==> src/rtl/core/pcss_pkg.sv <==
// package with types and constants of the pump and chiller start/stop sequencer
`timescale 1ns / 1ps
`default_nettype none

package pcss_pkg;

  localparam int CHANNELS_DEF = 2;

  localparam int DELAY_W    = 10;
  localparam int TIMER_W    = 20;
  localparam int PCT_W      = 7;
  localparam int MODE_W     = 2;
  localparam int CFG_ADDR_W = 1;
  localparam int DIV_W      = 21;
  localparam int QUO_W      = 11;
  localparam int CNT_W      = 4;

  localparam int MS_PER_SECOND = 1000;
  localparam int FULL_PERCENT  = 100;
  localparam int MS_PER_PCT    = MS_PER_SECOND / FULL_PERCENT;
  localparam int DELAY_RESET   = 60;

  // quotient bits of the two divisions
  localparam int PCT_STEPS = 8;
  localparam int SEC_STEPS = 11;

  localparam logic [CFG_ADDR_W-1:0] REG_DELAY_ONE = 1'b0;
  localparam logic [CFG_ADDR_W-1:0] REG_DELAY_TWO = 1'b1;

  localparam logic FUNC_TICK = 1'b0;
  localparam logic FUNC_MODE = 1'b1;

  localparam logic [MODE_W-1:0] MODE_NONE = 2'd0;
  localparam logic [MODE_W-1:0] MODE_ONE  = 2'd1;
  localparam logic [MODE_W-1:0] MODE_TWO  = 2'd2;

  typedef enum logic [2:0] {
    ST_IDLE,
    ST_SERVE,
    ST_PCT,
    ST_SEC,
    ST_DONE
  } state_e;

endpackage

`default_nettype wire

==> src/rtl/core/pump_chiller_start_stop_sequencer_core.sv <==
// two-channel pump and chiller start/stop sequencer with shared divide unit
// a mode word goes from ST_IDLE to ST_DONE, which loads the output; a tick word goes
//   via ST_SERVE and, if a channel is served, ST_PCT and ST_SEC; words are taken only
//   in ST_IDLE; one shared compare-subtract unit does 8 steps for percent, 11 for seconds
// a result held back by m_axis_tready keeps the core busy and s_axis_tready low
// reset: drives off, no requests, channels finished, timers zero, delays 60 s
`timescale 1ns / 1ps
`default_nettype none

module pump_chiller_start_stop_sequencer_core #(
  parameter int CHANNELS = pcss_pkg::CHANNELS_DEF
) (
  input  wire                                  clk_i,
  input  wire                                  rst_ni,
  // input words
  input  wire                                  s_axis_tvalid,
  output logic                                 s_axis_tready,
  input  wire  [7:0]                           s_axis_tdata,  // mode
  input  wire  [0:0]                           s_axis_tuser,  // func
  // result words
  output logic                                 m_axis_tvalid,
  input  wire                                  m_axis_tready,
  // pump_one_on, chiller_one_on, pump_two_on, chiller_two_on, served_channel,
  // progress_percent, seconds_waited
  output logic [23:0]                          m_axis_tdata,
  // configuration
  input  wire                                  cfg_we_i,
  input  wire  [pcss_pkg::CFG_ADDR_W-1:0]      cfg_addr_i,
  input  wire  [pcss_pkg::DELAY_W-1:0]         cfg_wdata_i
);

  localparam int NumCh = (CHANNELS < 2) ? 1 : 2;
  localparam int TW    = pcss_pkg::TIMER_W;
  localparam int DW    = pcss_pkg::DELAY_W;
  localparam int VW    = pcss_pkg::DIV_W;
  localparam int QW    = pcss_pkg::QUO_W;
  localparam int CW    = pcss_pkg::CNT_W;
  localparam int PW    = pcss_pkg::PCT_W;
  localparam int MW    = pcss_pkg::MODE_W;
  localparam int PctShift = pcss_pkg::PCT_STEPS - 1;
  localparam int SecShift = pcss_pkg::SEC_STEPS - 1;
  localparam logic [VW-1:0] SecDiv = VW'(pcss_pkg::MS_PER_SECOND) << SecShift;

  pcss_pkg::state_e state_q, state_d;

  logic [DW-1:0]    delay_one_q, delay_one_d;
  logic [DW-1:0]    delay_two_q, delay_two_d;
  logic [NumCh-1:0] pump_q, pump_d;
  logic [NumCh-1:0] chill_q, chill_d;
  logic [NumCh-1:0] start_q, start_d;
  logic [NumCh-1:0] stop_q, stop_d;
  logic [NumCh-1:0] fin_q, fin_d;
  logic [TW-1:0]    elapsed_q [NumCh];
  logic [TW-1:0]    elapsed_d [NumCh];
  logic [MW-1:0]    prev_q, prev_d;

  logic [MW-1:0]    served_q, served_d;
  logic [PW-1:0]    pct_q, pct_d;
  logic [DW-1:0]    secs_q, secs_d;

  // divide unit scratch
  logic [TW-1:0]    e_q, e_d;
  logic [DW-1:0]    dsel_q, dsel_d;
  logic [TW-1:0]    rem_q, rem_d;
  logic [VW-1:0]    div_q, div_d;
  logic [QW-1:0]    quo_q, quo_d;
  logic [CW-1:0]    cnt_q, cnt_d;

  logic             out_valid_q, out_valid_d;
  logic [23:0]      out_data_q, out_data_d;

  // request selection
  logic [NumCh-1:0] start_first, stop_first, sel_oh;
  logic             sel_start, sel_found, sel_pump, sel_chill, sel_fin, sel_done;
  logic [MW-1:0]    sel_ch;
  logic [TW-1:0]    sel_e, e_new, limit;
  logic [DW-1:0]    sel_delay;
  logic [13:0]      sel_div;

  // shared compare-subtract unit
  logic             fits;
  logic [QW-1:0]    quo_next;

  // mode decode
  logic [MW-1:0]    mode_now;
  logic [1:0]       pump_ext, chill_ext;

  assign s_axis_tready = (state_q == pcss_pkg::ST_IDLE);
  assign m_axis_tvalid = out_valid_q;
  assign m_axis_tdata  = out_data_q;

  assign pump_ext  = 2'(pump_q);
  assign chill_ext = 2'(chill_q);

  assign mode_now = ((s_axis_tdata[MW-1:0] == pcss_pkg::MODE_ONE ||
                      s_axis_tdata[MW-1:0] == pcss_pkg::MODE_TWO) &&
                     (32'(s_axis_tdata[MW-1:0]) <= CHANNELS)) ?
                    s_axis_tdata[MW-1:0] : pcss_pkg::MODE_NONE;

  assign fits     = {{(VW-TW){1'b0}}, rem_q} >= div_q;
  assign quo_next = {quo_q[QW-2:0], fits};

  always_comb begin
    start_first = '0;
    stop_first  = '0;
    sel_found   = 1'b0;
    for (int i = 0; i < NumCh; i++) begin
      if (start_q[i] && !sel_found) begin
        start_first[i] = 1'b1;
        sel_found      = 1'b1;
      end
    end
    sel_found = 1'b0;
    for (int i = 0; i < NumCh; i++) begin
      if (stop_q[i] && !sel_found) begin
        stop_first[i] = 1'b1;
        sel_found     = 1'b1;
      end
    end
    sel_start = |start_q;
    sel_oh    = sel_start ? start_first : stop_first;
    sel_ch    = pcss_pkg::MODE_NONE;
    sel_e     = '0;
    sel_pump  = 1'b0;
    sel_chill = 1'b0;
    sel_fin   = 1'b0;
    for (int i = 0; i < NumCh; i++) begin
      if (sel_oh[i]) begin
        sel_ch    = MW'(i + 1);
        sel_e     = elapsed_q[i];
        sel_pump  = pump_q[i];
        sel_chill = chill_q[i];
        sel_fin   = fin_q[i];
      end
    end
    sel_delay = (sel_ch == pcss_pkg::MODE_ONE) ? delay_one_q : delay_two_q;
    limit     = TW'(sel_delay * pcss_pkg::MS_PER_SECOND);
    sel_div   = 14'(sel_delay * pcss_pkg::MS_PER_PCT);
    e_new     = (!sel_fin && (sel_start ? !sel_pump : sel_chill)) ? '0 : sel_e;
    sel_done  = !sel_fin && (e_new > limit);
  end

  always_comb begin
    state_d     = state_q;
    delay_one_d = delay_one_q;
    delay_two_d = delay_two_q;
    pump_d      = pump_q;
    chill_d     = chill_q;
    start_d     = start_q;
    stop_d      = stop_q;
    fin_d       = fin_q;
    elapsed_d   = elapsed_q;
    prev_d      = prev_q;
    served_d    = served_q;
    pct_d       = pct_q;
    secs_d      = secs_q;
    e_d         = e_q;
    dsel_d      = dsel_q;
    rem_d       = rem_q;
    div_d       = div_q;
    quo_d       = quo_q;
    cnt_d       = cnt_q;
    out_valid_d = out_valid_q && !m_axis_tready;
    out_data_d  = out_data_q;

    if (cfg_we_i) begin
      unique case (cfg_addr_i)
        pcss_pkg::REG_DELAY_ONE: delay_one_d = cfg_wdata_i;
        pcss_pkg::REG_DELAY_TWO: delay_two_d = cfg_wdata_i;
        default: ;
      endcase
    end

    unique case (state_q)
      pcss_pkg::ST_IDLE: begin
        if (s_axis_tvalid) begin
          if (s_axis_tuser[0] == pcss_pkg::FUNC_MODE) begin
            for (int i = 0; i < NumCh; i++) begin
              if (mode_now == pcss_pkg::MODE_NONE) begin
                if (prev_q == MW'(i + 1)) begin
                  start_d[i] = 1'b0;
                  stop_d[i]  = 1'b1;
                  fin_d[i]   = 1'b0;
                end
              end else if (prev_q == pcss_pkg::MODE_NONE && mode_now == MW'(i + 1)) begin
                start_d[i] = 1'b1;
                fin_d[i]   = 1'b0;
              end
            end
            prev_d   = mode_now;
            served_d = pcss_pkg::MODE_NONE;
            pct_d    = '0;
            secs_d   = '0;
            state_d  = pcss_pkg::ST_DONE;
          end else begin
            for (int i = 0; i < NumCh; i++) begin
              if (elapsed_q[i] != '1) begin
                elapsed_d[i] = elapsed_q[i] + TW'(1);
              end
            end
            state_d = pcss_pkg::ST_SERVE;
          end
        end
      end

      pcss_pkg::ST_SERVE: begin
        served_d = sel_ch;
        dsel_d   = sel_delay;
        if (sel_oh == '0) begin
          pct_d   = '0;
          secs_d  = '0;
          state_d = pcss_pkg::ST_DONE;
        end else begin
          for (int i = 0; i < NumCh; i++) begin
            if (sel_oh[i]) begin
              elapsed_d[i] = e_new;
              if (sel_fin) begin
                if (sel_start) begin
                  start_d[i] = 1'b0;
                end else begin
                  stop_d[i] = 1'b0;
                end
              end else if (sel_start) begin
                pump_d[i] = 1'b1;
                if (sel_done) begin
                  chill_d[i] = 1'b1;
                  fin_d[i]   = 1'b1;
                  start_d[i] = 1'b0;
                end
              end else begin
                chill_d[i] = 1'b0;
                if (sel_done) begin
                  pump_d[i] = 1'b0;
                  fin_d[i]  = 1'b1;
                  stop_d[i] = 1'b0;
                end
              end
            end
          end
          e_d     = e_new;
          rem_d   = e_new;
          div_d   = VW'(sel_div) << PctShift;
          quo_d   = '0;
          cnt_d   = CW'(PctShift);
          state_d = pcss_pkg::ST_PCT;
        end
      end

      pcss_pkg::ST_PCT, pcss_pkg::ST_SEC: begin
        rem_d = fits ? (rem_q - div_q[TW-1:0]) : rem_q;
        div_d = div_q >> 1;
        quo_d = quo_next;
        cnt_d = cnt_q - CW'(1);
        if (cnt_q == '0) begin
          if (state_q == pcss_pkg::ST_PCT) begin
            pct_d   = (quo_next[7:0] > 8'(pcss_pkg::FULL_PERCENT)) ?
                      PW'(pcss_pkg::FULL_PERCENT) : quo_next[PW-1:0];
            rem_d   = e_q;
            div_d   = SecDiv;
            quo_d   = '0;
            cnt_d   = CW'(SecShift);
            state_d = pcss_pkg::ST_SEC;
          end else begin
            secs_d  = (quo_next > {1'b0, dsel_q}) ? dsel_q : quo_next[DW-1:0];
            state_d = pcss_pkg::ST_DONE;
          end
        end
      end

      pcss_pkg::ST_DONE: begin
        if (!out_valid_q || m_axis_tready) begin
          out_valid_d = 1'b1;
          out_data_d  = {1'b0, secs_q, pct_q, served_q,
                         chill_ext[1], pump_ext[1], chill_ext[0], pump_ext[0]};
          state_d     = pcss_pkg::ST_IDLE;
        end
      end

      default: state_d = pcss_pkg::ST_IDLE;
    endcase
  end

  always_ff @(posedge clk_i or negedge rst_ni) begin
    if (!rst_ni) begin
      state_q     <= pcss_pkg::ST_IDLE;
      delay_one_q <= DW'(pcss_pkg::DELAY_RESET);
      delay_two_q <= DW'(pcss_pkg::DELAY_RESET);
      pump_q      <= '0;
      chill_q     <= '0;
      start_q     <= '0;
      stop_q      <= '0;
      fin_q       <= '1;
      for (int i = 0; i < NumCh; i++) begin
        elapsed_q[i] <= '0;
      end
      prev_q      <= pcss_pkg::MODE_NONE;
      out_valid_q <= 1'b0;
    end else begin
      state_q     <= state_d;
      delay_one_q <= delay_one_d;
      delay_two_q <= delay_two_d;
      pump_q      <= pump_d;
      chill_q     <= chill_d;
      start_q     <= start_d;
      stop_q      <= stop_d;
      fin_q       <= fin_d;
      elapsed_q   <= elapsed_d;
      prev_q      <= prev_d;
      out_valid_q <= out_valid_d;
    end
  end

  always_ff @(posedge clk_i) begin
    served_q   <= served_d;
    pct_q      <= pct_d;
    secs_q     <= secs_d;
    e_q        <= e_d;
    dsel_q     <= dsel_d;
    rem_q      <= rem_d;
    div_q      <= div_d;
    quo_q      <= quo_d;
    cnt_q      <= cnt_d;
    out_data_q <= out_data_d;
  end

  // checks
  for (genvar g = 0; g < NumCh; g++) begin : g_chk
    a_chiller_needs_pump: assert property (@(posedge clk_i) disable iff (!rst_ni)
      chill_q[g] |-> pump_q[g])
      else $error("chiller on while its pump is off");

    a_finished_settled: assert property (@(posedge clk_i) disable iff (!rst_ni)
      fin_q[g] |-> (pump_q[g] == chill_q[g]))
      else $error("finished channel has pump and chiller in different states");
  end

  a_one_word_at_a_time: assert property (@(posedge clk_i) disable iff (!rst_ni)
    (s_axis_tvalid && s_axis_tready) |=> !s_axis_tready)
    else $error("second word taken while one is in work");

  a_pct_capped: assert property (@(posedge clk_i) disable iff (!rst_ni)
    m_axis_tvalid |-> (m_axis_tdata[12:6] <= 7'd100))
    else $error("progress percent above full");

endmodule

`default_nettype wire

==> config.mk <==
export PLATFORM = sky130hd
export DESIGN_NAME = pump_chiller_start_stop_sequencer_core
export DESIGN_NICKNAME = d
export VERILOG_FILES = /design/src/rtl/core/pcss_pkg.sv /design/src/rtl/core/pump_chiller_start_stop_sequencer_core.sv
export SDC_FILE = /design/constraint.sdc
export NUM_CORES = 1
export LEC_CHECK = 0
export ABC_AREA = 1
export BUFFER_PORTS_ARGS = -buffer_cell sky130_fd_sc_hd__buf_4
export CORE_UTILIZATION = 32
export CTS_BUF_LIST = sky130_fd_sc_hd__clkbuf_8
export CTS_CLUSTER_SIZE = 8
export DETAILED_ROUTE_END_ITERATION = 8
export SYNTH_ARGS = -nofsm -noshare
export SYNTH_HDL_FRONTEND = slang
export SYNTH_SLANG_ARGS = --single-unit
export TNS_END_PERCENT = 50
==> constraint.sdc <==
create_clock -name clk_i -period 10.9 [get_ports clk_i]
set_input_delay 1.09 -clock clk_i [delete_from_list [all_inputs] [get_ports clk_i]]
set_output_delay 1.09 -clock clk_i [all_outputs]
set_load 0.005 [all_outputs]
==> run summary, run 1 <==
Row Count = 76
clk_lat worst skew = 0.56 ns
Clock Tree Buf Depth = 3
global-route wire length before repair = 56410 microns
Setup violations, final = 0
Synth Flop Type = edfxtp_1
Post-Route WL = 34350 microns
Die Width = 210.9 microns
die area = 0.04449 sq mm
Starting Density = 32.43%
Final period util = 72.58%
cell family with most CP delay = simple AND/OR/NAND/NOR gates
aggregate global-route resource usage = 15.82%
fin crit period = 7.911 ns
GR Util met2 = 25.03%
Clock Sinks = 203
CP startpoint = start_q[0]
flop2flop setup slack = 2.99 ns
Slew Viols, Final = 0
status = finished, final reports clean
global route hottest layer = met2
nets = 1889
ys async rst share = 37.44%
synth cell count leaders = nand2_1, inv_1, nor2_1
CTS tree = yes
routability cong. = 0.8939
area fraction of the dominant cell type after synthesis = 27.30%
Post-synth EDFFs = 127
largest net degree at the start of global routing = 77
Syn Area/Cell = 8.324 sq um
R2R Path Start = start_q[0]
met3 usage = 2.691%
Synth Warn # = 0
final hold slack = 0.4164 ns
sequential area share after synthesis = 41.01%
startpoint types = flip-flop
Worst Skew = 0.02814 ns
cell mode on critical path = inv_1
library cells used by synthesis = 54
flops & latches, synth = 203
max cap viols = 0
Syn Nets = 1842
crit path max-delay cell type = inv_1
DRC Markers = 0
CTS Buf Count = 38
area leader, netlist = edfxtp_1
element type at the critical path end = flip-flop
Setup CP Type = flip-flop to flip-flop
initial antenna violation count = 0
H-Tree Depth = 2
Final Hold Vio Count = 0
Synth area leaders = edfxtp_1, dfrtp_1, nand2_1
via count = 11290
synthesis-to-finish area growth = 11.18%
worst hold path class = flip-flop to flip-flop
Routed Antenna Nets = 0
Initial DRC Count = 801
worst reg2reg endpoint = stop_q[1]
Post-Syn Instances = 1678
total congestion overflow = 0
postcts setup bufs = 0
highest cell delay on the worst timing path = 0.58 ns
setup_tns = 0 ns
Place WS = 3.013 ns
Synth Cell Area = 0.01397 sq mm
drt pass-1 iters = 5
port bufs = 43
Worst-Margin Slew = 1.165 ns
GR Layer Usage met1 = 21.90%
share of post-route cells with drive strength above 1 = 9.983%
hpwl dp = 25310 microns
Post-CTS Hold Buffers = 0
Worst Reg2Reg Path Length in Cells = 33
Ant. Diodes = 0
post_cts resized = 0
WL per Instance = 14.69 microns
core area = 0.04308 sq mm
Crit Path Max Fanout = 27
RSZ-0062 raised after global routing = false
Clock Pin Slew Worst Setup and Hold Paths = 0.07 ns
# IOs = 51
Buf/Inv on CP = 7
critical path depth = 33
via/cell ratio = 4.828
Final Worst Setup Slack = 2.989 ns
Slew headroom = 21.82%
most common cell in the netlist = nand2_1
fmax = 0.1264 GHz
data required time of the critical path = 11.34 ns
crit path DAT = 8.36 ns
vias in the first global route = 11020
crit path to = stop_q[1]
root buffer cell = clkbuf_8
die height = 210.9 microns
cells by family (layout without fill, tap and decap cells):
family / after synthesis / in the layout / share of synthesized area, %
other cells: 1 / 1 / 0.02685
fa+ha+maj: 139 / 139 / 14.06
xor+xnor: 49 / 49 / 3.072
buf+inv: 296 / 371 / 8.662
simple gates: 707 / 707 / 21.93
compound gates: 283 / 283 / 11.24
flops: 203 / 203 / 41.01
per-stage QoR:
step / instances / cell area (sq um) / util [%]
after floorplan: 1678 / 13970 / -
after global placement: 2270 / 14850 / 34.47
after detailed placement: 2270 / 14850 / 34.47
after CTS: 2338 / 15530 / 36.05
after global routing: 2338 / 15530 / 36.05
final: 2338 / 15530 / 36.05
placed cells by master, fill, tap and decap left out, drive strengths merged, types with 6 or more instances in the layout:
cell	netlist	routed
a21oi	85	85
a31oi	24	24
buf	19	54
clkbuf	28	40
clkinv	1	14
dfrtp	66	66
dfstp	10	10
edfxtp	127	127
fa	30	30
ha	109	109
inv	248	261
nand2	395	395
nand3	86	86
nand4	26	26
nor2	140	140
nor3	24	24
nor4	6	6
o21ai	137	137
o21bai	6	6
or2	22	22
xnor2	17	17
xor2	32	32
registers in the layout, indices dropped and copies added, names as in the netlist, 3 cells and up:
register      count
cnt_q             4
delay_one_q      10
delay_two_q      10
div_q            21
dsel_q           10
e_q              20
elapsed_q        40
m_axis_tdata     23
pct_q             7
quo_q            10
rem_q            20
secs_q           10
state_q           3
final cells by class:
type	instances	area [sq um]
clock buffer	40	550.5
clock inverter	28	130.1
fill	4444	27550
inverter	249	939.7
multi-input combinational	1179	7044
sequential	203	5728
tap	585	732.0
timing repair buffer	54	405.4
worst min-delay path by stage:
stage / startpoint / cells after the start / slack, ns / end
2_1_floorplan: pct_q[4] / 0 / 0.40 / m_axis_tdata[10]
3_3_place_gp: secs_q[6] / 0 / 0.40 / m_axis_tdata[19]
3_5_place_dp: pct_q[4] / 0 / 0.40 / m_axis_tdata[10]
4_1_cts: secs_q[8] / 0 / 0.42 / m_axis_tdata[21]
5_1_grt: secs_q[8] / 0 / 0.43 / m_axis_tdata[21]
6_report: pct_q[4] / 0 / 0.42 / m_axis_tdata[10]
layer usage:
layer,share of wire (%),up-vias
li1,-,5648
met1,48,5298
met2,44,284
met3,5.3,59
met4,2.6,0
met5,0,-
worst register-to-register path: cells and delay by family (launching register included):
kind            cells  cell delay, ns
compound gates      2            0.46
xor+xnor            1            0.13
flops               1            0.44
fa+ha+maj           6            2.57
buf+inv             7            1.30
simple gates       17            2.92
Power of run 1 is not shown: default switching activity piles up to over one toggle a cycle in this logic, so the estimate is an artifact.
==> run 2: changes to the inputs <==
==> constraint.sdc (replaced) <==
create_clock -name clk_i -period 7.9 [get_ports clk_i]
set_input_delay 0.79 -clock clk_i [delete_from_list [all_inputs] [get_ports clk_i]]
set_output_delay 0.79 -clock clk_i [all_outputs]
set_load 0.005 [all_outputs]
==> run summary, run 2 (synthesized netlist as in run 1, its figures left out) <==
status = finished, final reports clean
global-route wire length before repair = 55990 microns (-0.75%)
fmax = 0.1457 GHz (+15%)
Final Hold Vio Count = 0 (unchanged)
Setup violations, final = 0 (unchanged)
largest net degree at the start of global routing = 77 (unchanged)
commonest non-fill, non-tap cells in the layout = nand2_1, inv_1, nor2_1, edfxtp_1, o21ai_0
Setup CP Type = flip-flop to flip-flop
synthesis-to-finish area growth = 12.01%
element type at the critical path end = flip-flop
RSZ-0062 raised after global routing = false
cell mode on critical path = inv_1
Buf/Inv on CP = 6 (-1)
drt pass-1 iters = 6 (+1)
Largest Register = elapsed_q
core area = 0.04308 sq mm (unchanged)
Starting Density = 32.43% (unchanged)
total congestion overflow = 0 (unchanged)
post_cts resized = 0 (unchanged)
Ant. Diodes = 0 (unchanged)
Crit Path Max Fanout = 15 (-44%)
Worst-Margin Slew = 1.167 ns (+0.002615 ns)
critical path depth = 29 (-12%)
CTS tree = yes
hpwl dp = 24990 microns (-1.2%)
Slew headroom = 21.65% (-0.18 points)
max cap viols = 0 (unchanged)
DRC Markers = 0 (unchanged)
Clock Tree Buf Depth = 3 (unchanged)
die area = 0.04449 sq mm (unchanged)
data required time of the critical path = 8.35 ns (-2.99 ns)
via/cell ratio = 4.830 (about the same)
port bufs = 43 (unchanged)
# IOs = 51 (unchanged)
Row Count = 76 (unchanged)
routability cong. = 0.9114 (+2.0%)
startpoint types = flip-flop
nets = 1898 (+0.48%)
share of post-route cells with drive strength above 1 = 10.31% (+0.33 points)
root buffer cell = clkbuf_8
Post-Route WL = 34150 microns (-0.58%)
setup_tns = 0 ns (unchanged)
Slew Viols, Final = 0 (unchanged)
Initial DRC Count = 789 (-1.5%)
clk_lat worst skew = 0.57 ns (about the same)
largest registers = elapsed_q x40, m_axis_tdata x23, div_q x21
Routed Antenna Nets = 0 (unchanged)
postcts setup bufs = 0 (unchanged)
via count = 11350 (+0.54%)
aggregate global-route resource usage = 15.69% (-0.13 points)
worst hold path class = primary input to asynchronous set/reset pin
CTS Buf Count = 40 (+5.3%)
WL per Instance = 14.53 microns (-1.1%)
initial antenna violation count = 0 (unchanged)
commonest non-fill, non-tap cell in the layout = nand2_1
Final period util = 86.85% (+14 points)
highest cell delay on the worst timing path = 0.52 ns (-0.06 ns)
Clock Sinks = 203 (unchanged)
fin crit period = 6.861 ns (-1.050 ns)
crit path DAT = 7.31 ns (-1.05 ns)
Die Width = 210.9 microns (unchanged)
Post-CTS Hold Buffers = 0 (unchanged)
vias in the first global route = 10880 (-1.3%)
cell family with most CP delay = adder cells
die height = 210.9 microns (unchanged)
Worst Reg2Reg Path Length in Cells = 29 (-12%)
Worst Skew = 0.02580 ns (-0.002340 ns)
H-Tree Depth = 2 (unchanged)
Largest register FFs = 40 (unchanged)
crit path max-delay cell type = fa_1
Clock Pin Slew Worst Setup and Hold Paths = 0.06 ns (about the same)
[run 2: layout make-up]
type                            instances  area [sq um]
Clock buffer                           42         578.1
Tap cell                              585         732.0
Inverter                              249         939.7
Sequential cell                       203          5728
Multi-Input combinational cell       1179          7044
Timing Repair Buffer                   61         457.9
Clock inverter                         31         166.4
Fill cell                            4385         27430
[run 2: layer usage]
| metal | routed length [microns] | GRT usage, % | vias up |
|---|---|---|---|
| met5 | 0 | 0 | - |
| met4 | 669 | 4.348 | 0 |
| met3 | 1653 | 2.334 | 45 |
| met2 | 15500 | 25.29 | 234 |
| met1 | 16330 | 21.84 | 5384 |
| li1 | - | - | 5687 |
[run 2: final timing paths]
| check | slack, ns | end | startpoint |
|---|---|---|---|
| max | 1.04 | stop_q[1] | start_q[1] |
| min | 0.39 | delay_one_q[0] | rst_ni |
| max reg2reg | 1.04 | stop_q[1] | start_q[1] |
| min reg2reg | 0.41 | m_axis_tdata[7] | pct_q[1] |
| max in group asynchronous | 6.84 | elapsed_q[1] | rst_ni |
| min in group clk_i | 0.41 | m_axis_tdata[7] | pct_q[1] |
[run 2: through the flow]
step | hold WS [ns] | worst slack [ns] | cell area [sq um] | std cells | utilization (%)
2_1_floorplan | 0.4003 | 1.720 | 13970 | 1678 | -
5_1_grt | 0.4032 | 0.4421 | 15650 | 2350 | 36.32
6_report | 0.3922 | 1.039 | 15650 | 2350 | 36.32
3_3_place_gp | 0.4049 | 1.097 | 14900 | 2277 | 34.59
3_5_place_dp | 0.4045 | 1.028 | 14900 | 2277 | 34.59
4_1_cts | 0.3820 | 0.9797 | 15650 | 2350 | 36.32
[run 2: worst register-to-register path, delay by kind of cell, from the launching register on]
family	cells	cell delay, ns
buffers and inverters	6	0.78
DFF	1	0.42
xor gates and xnor gates	1	0.10
and+or+nand+nor	12	1.81
AOI/OAI and AO/OA	4	1.16
adders and majority gates	6	2.49
Power of run 2 is left out for the same reason.
